==> src/hw/rtl/tbd_pkg.sv <==
// Shared types, constants and helpers for the TEA block decrypt unit.
// No dependencies; every other file in hw/rtl refers to this package.
package tbd_pkg;

    localparam int unsigned WORD_W      = 32;
    localparam int unsigned ROUND_COUNT = 32;
    localparam int unsigned KEY_WORDS   = 4;
    localparam int unsigned CFG_IDX_W   = $clog2(KEY_WORDS);

    typedef logic [WORD_W-1:0] t_word;

    localparam t_word TEA_DELTA = 32'h9E37_79B9;

    typedef struct packed {
        t_word first;
        t_word second;
    } t_blk;

    typedef struct packed {
        t_word k0;
        t_word k1;
        t_word k2;
        t_word k3;
    } t_key;

    typedef enum logic [CFG_IDX_W-1:0] {
        CFG_KEY0 = 2'd0,
        CFG_KEY1 = 2'd1,
        CFG_KEY2 = 2'd2,
        CFG_KEY3 = 2'd3
    } t_cfg_idx;

    // Round sum for round r, counting from the first decrypt round.
    function automatic t_word round_sum(input int unsigned r);
        logic [2*WORD_W-1:0] prod;
        prod = (2*WORD_W)'(TEA_DELTA) * (2*WORD_W)'(ROUND_COUNT - r);
        return prod[WORD_W-1:0];
    endfunction

endpackage

==> src/hw/rtl/tbd_round.sv <==
// One TEA decrypt round as two register stages: second word, then first word.
// Depends on tbd_pkg; instantiated ROUND_COUNT times by the top level.
module tbd_round (
    input  logic          i_clk,
    input  logic          i_rst_n,
    input  logic          i_en,
    input  logic          i_vld,
    input  tbd_pkg::t_blk i_blk,
    input  tbd_pkg::t_word i_sum,
    input  tbd_pkg::t_key i_key,
    output logic          o_vld,
    output tbd_pkg::t_blk o_blk
);

    function automatic tbd_pkg::t_word mix(
        input tbd_pkg::t_word w,
        input tbd_pkg::t_word sum,
        input tbd_pkg::t_word ka,
        input tbd_pkg::t_word kb
    );
        return ((w << 4) + ka) ^ (w + sum) ^ ((w >> 5) + kb);
    endfunction

    logic           r_vld_a;
    tbd_pkg::t_blk  r_blk_a;
    tbd_pkg::t_word r_sum_a;
    logic           r_vld_b;
    tbd_pkg::t_blk  r_blk_b;
    tbd_pkg::t_blk  n_blk_a;
    tbd_pkg::t_blk  n_blk_b;

    always_comb begin
        n_blk_a.first  = i_blk.first;
        n_blk_a.second = i_blk.second - mix(i_blk.first, i_sum, i_key.k2, i_key.k3);
        n_blk_b.second = r_blk_a.second;
        n_blk_b.first  = r_blk_a.first - mix(r_blk_a.second, r_sum_a, i_key.k0, i_key.k1);
    end

    always_ff @(posedge i_clk) begin
        if (!i_rst_n) begin
            r_vld_a <= 1'b0;
            r_vld_b <= 1'b0;
        end else if (i_en) begin
            r_vld_a <= i_vld;
            r_vld_b <= r_vld_a;
        end
    end

    always_ff @(posedge i_clk) begin
        if (i_en) begin
            r_blk_a <= n_blk_a;
            r_sum_a <= i_sum;
            r_blk_b <= n_blk_b;
        end
    end

    assign o_vld = r_vld_b;
    assign o_blk = r_blk_b;

endmodule

==> config.mk <==
export PLATFORM = sky130hd
export DESIGN_NAME = tbd_round
export DESIGN_NICKNAME = d
export VERILOG_FILES = /design/src/hw/rtl/tbd_pkg.sv /design/src/hw/rtl/tbd_round.sv
export SDC_FILE = /design/constraint.sdc
export NUM_CORES = 1
export LEC_CHECK = 0
export ABC_AREA = 0
export BUFFER_PORTS_ARGS = -buffer_cell sky130_fd_sc_hd__buf_2
export CORE_ASPECT_RATIO = 1.2
export CORE_UTILIZATION = 58
export DETAILED_ROUTE_END_ITERATION = 12
export GPL_TIMING_DRIVEN = 0
export PLACE_DENSITY = 0.82
export SYNTH_ARGS = -nofsm -noshare
export SYNTH_HDL_FRONTEND = slang
export SYNTH_SLANG_ARGS = --single-unit
==> constraint.sdc <==
create_clock -name i_clk -period 7.3 [get_ports i_clk]
set_input_delay 1.46 -clock i_clk [delete_from_list [all_inputs] [get_ports i_clk]]
set_output_delay 1.46 -clock i_clk [all_outputs]
set_load 0.01 [all_outputs]
==> summary.txt <==
status -> complete, no violations
Top Usage Layer GRT -> met2
TNS Setup -> 0 ns
Global Route Usage Sum -> 0.318
CP Class -> in -> reg
cells after synthesis -> 1751
GRT Residual Overflow -> 0
die span in x -> 157 um
Routed WL -> 46900 um
CP delay by family, top -> compound AO/OA/AOI/OAI gates
TritonCTS clock tree -> yes
CP Max Fanout -> 5
crit-path most repeated cell -> a21o_1
Req. time, crit path -> 7.53 ns
Crit. End Element -> flop
#FFs+latches synth -> 162
crit path buf inv count -> 2
Util after Layout -> 0.685
root buffer cell -> clkbuf_16
share of flip-flops with an asynchronous set or reset -> 0
Worst-Margin Slew -> 0.874 ns
final hold vios -> 0
CTS Sinks -> 162
postcts setup bufs -> 0
FP Rows -> 67
YS warnings -> 0
initial antenna violation count -> 3
Post-Syn Area -> 16800 um^2
worst rel slew slack -> 0.410
dpl hpwl -> 38900 um
die area -> 29700 um^2
I/O Buffers -> 292
Syn Area/Cell -> 9.60 um^2
Routability Congestion -> 0.989
setup violators final -> 0
post-synth net total -> 2219
Clock Latency Late Sink -> 0.44 ns
detailed-route DRC error count -> 0
DR vias/cell -> 6.04
minimum clock period after layout -> 6.34 ns
fmax -> 0.158 GHz
EDFF count, synth -> 160
Via Count -> 14800
area grow syn2layout -> 15.2%
Setup Skew -> 0.0106 ns
Pre-antenna DRT Iters -> 5
global-route wire length before repair -> 72800 um
Synth cell types -> 74
DR iter-0 viols -> 914
Final ANT Viol Nets -> 0
layout cells sized above 1 -> 0.169
Seq/Total Area, Yosys -> 0.288
Fillers -> 2234
vias in the first global route -> 14400
crit path DAT -> 6.57 ns
I/O pins -> 293
# H-tree levels -> 4
max-slew violations -> 0
CP max-delay cell -> or4b_1
crit-path cells -> buf_2 -> ha_1 -> inv_1 -> fa_1 -> nor2b_1 -> o21ai_0 -> nand2b_1 -> a221o_1 -> a21o_1 -> a21o_1 -> a21o_1 -> a21o_1 -> a21o_1 -> a21oi_1 -> xnor2_1 -> ha_1 -> a21o_1 -> a21o_1 -> a221o_1 -> a211oi_2 -> o21ai_0 -> a21oi_1 -> or4b_1 -> o311ai_0
largest net degree at the start of global routing -> 96
worst hold path type -> reg -> reg
Num CTS Buffers -> 17
# hold bufs at CTS -> 0
Clock transition at path regs -> 0.07 ns
max-capacitance violation count -> 0
clock tree buffer depth -> 2
# resized after CTS -> 0
Main synth FF type -> edfxtp_1
Initial Util -> 0.595
Critical Path Start Type -> primary input
drt wl/cell -> 19.1 um
critical path's largest stage delay -> 0.45 ns
die height -> 188 um
Placeable Area -> 28300 um^2
RSZ-0062 raised after global routing -> false
met1 Use GR -> 0.425
met3 Use GR -> 0.0345
Final period util -> 0.869
met2 usage -> 0.532
nets -> 2531
final timing paths:
kind,cells after the start,from,end,slack [ns]
worst min-delay path,0,n_blk_b[0],o_blk[0],0.52
worst max-delay path,24,i_blk[37],n_blk_b[29],0.96
worst min register to register,0,n_blk_b[0],o_blk[0],0.52
worst max register to register,19,n_blk_b[9],o_blk[63],1.57
flip-flops by register name (all words and copies together) (netlist names):
| signal | cells |
|---|---|
| o_blk | 64 |
| n_blk_b | 32 |
| r_blk_a | 32 |
| r_sum_a | 32 |
| o_vld | 1 |
| r_vld_a | 1 |
Yosys cell counts (4+ instances only):
cell | n | area (um^2)
o21bai_1 | 31 | 233
and3_1 | 20 | 125
a311oi_1 | 7 | 61.3
a211o_1 | 4 | 35.0
clkbuf_1 | 4 | 15.0
or2_2 | 6 | 37.5
xor2_1 | 59 | 517
nor2_1 | 89 | 334
fa_1 | 8 | 160
o211ai_1 | 10 | 75.1
o21ai_0 | 84 | 420
and2_1 | 10 | 62.6
o31ai_1 | 6 | 45.0
o21a_1 | 29 | 218
o21ai_1 | 5 | 25.0
or3_1 | 4 | 25.0
a21oi_1 | 181 | 906
o31a_1 | 5 | 43.8
nand2_1 | 86 | 323
a31oi_1 | 17 | 106
o2111ai_1 | 6 | 52.6
a21boi_1 | 4 | 30.0
xnor2_1 | 283 | 2480
nor4_1 | 4 | 25.0
nor2b_1 | 31 | 194
a211oi_1 | 7 | 52.6
xnor3_1 | 5 | 113
nand4_1 | 9 | 56.3
o311ai_0 | 4 | 35.0
inv_1 | 81 | 304
o22ai_1 | 5 | 31.3
a221oi_1 | 4 | 35.0
a21o_1 | 103 | 773
nand3_1 | 31 | 155
nand2b_1 | 27 | 169
a221o_1 | 7 | 70.1
a21boi_0 | 4 | 30.0
nor3_1 | 21 | 105
ha_1 | 232 | 2900
edfxtp_1 | 160 | 4800
per-layer routing:
layer / routed length (um) / vias up
met5: 0 / -
met4: 1360 / 0
met3: 3560 / 94
met2: 22000 / 642
met1: 20000 / 6950
li1: - / 7154
placed cells by master (no fill, tap or decap), drive strengths merged, types with 8 or more instances in the layout:
cell type,count
o211ai,11
fa,8
xnor2,283
a211oi,9
a21oi,182
nand2,86
inv,88
nand2b,27
o21a,29
a31oi,17
buf,293
nand4,9
nand3,31
ha,232
o21bai,31
nor2b,31
a21o,105
and2,10
and3,20
edfxtp,160
a21boi,8
xor2,59
clkbuf,22
nor2,89
nor3,21
o21ai,89
metrics by stage:
step / setup slack (ns) / std cells / area, um^2 / hold WS (ns)
floorplan: 1.37 / 1751 / 16800 / 0.459
global placement: 0.615 / 2422 / 18700 / 0.496
detailed placement: 0.579 / 2423 / 18800 / 0.511
CTS: 1.00 / 2455 / 19400 / 0.526
global route: 0.580 / 2458 / 19400 / 0.534
finish: 0.959 / 2458 / 19400 / 0.519
layout make-up:
type | instances | area (um^2) | share of cell area
plain buffers | 4 | 15.0 | 0.000776
flip-flops and latches | 162 | 4840 | 0.250
clock buffers | 18 | 429 | 0.0222
multi-input cells | 1504 | 11600 | 0.601
repair buffers | 293 | 1500 | 0.0772
clock inverters | 14 | 145 | 0.00750
inverters | 81 | 304 | 0.0157
diodes | 3 | 7.51 | 0.000388
well taps | 379 | 474 | 0.0245
kinds of logic (layout without fill, tap and decap cells):
kind of cell,after synthesis,after routing,share of synthesized area
AOI/OAI and AO/OA,566,566,0.223
xor gates and xnor gates,347,347,0.185
adders and majority gates,240,240,0.182
buffers and inverters,85,410,0.0190
DFF,162,162,0.288
muxes,2,2,0.00119
other,0,3,0
and+or+nand+nor,349,349,0.102
Power is left out: the tool's default activity adds up to more than one toggle a clock period on the data nets, which glitch-free logic cannot reach.
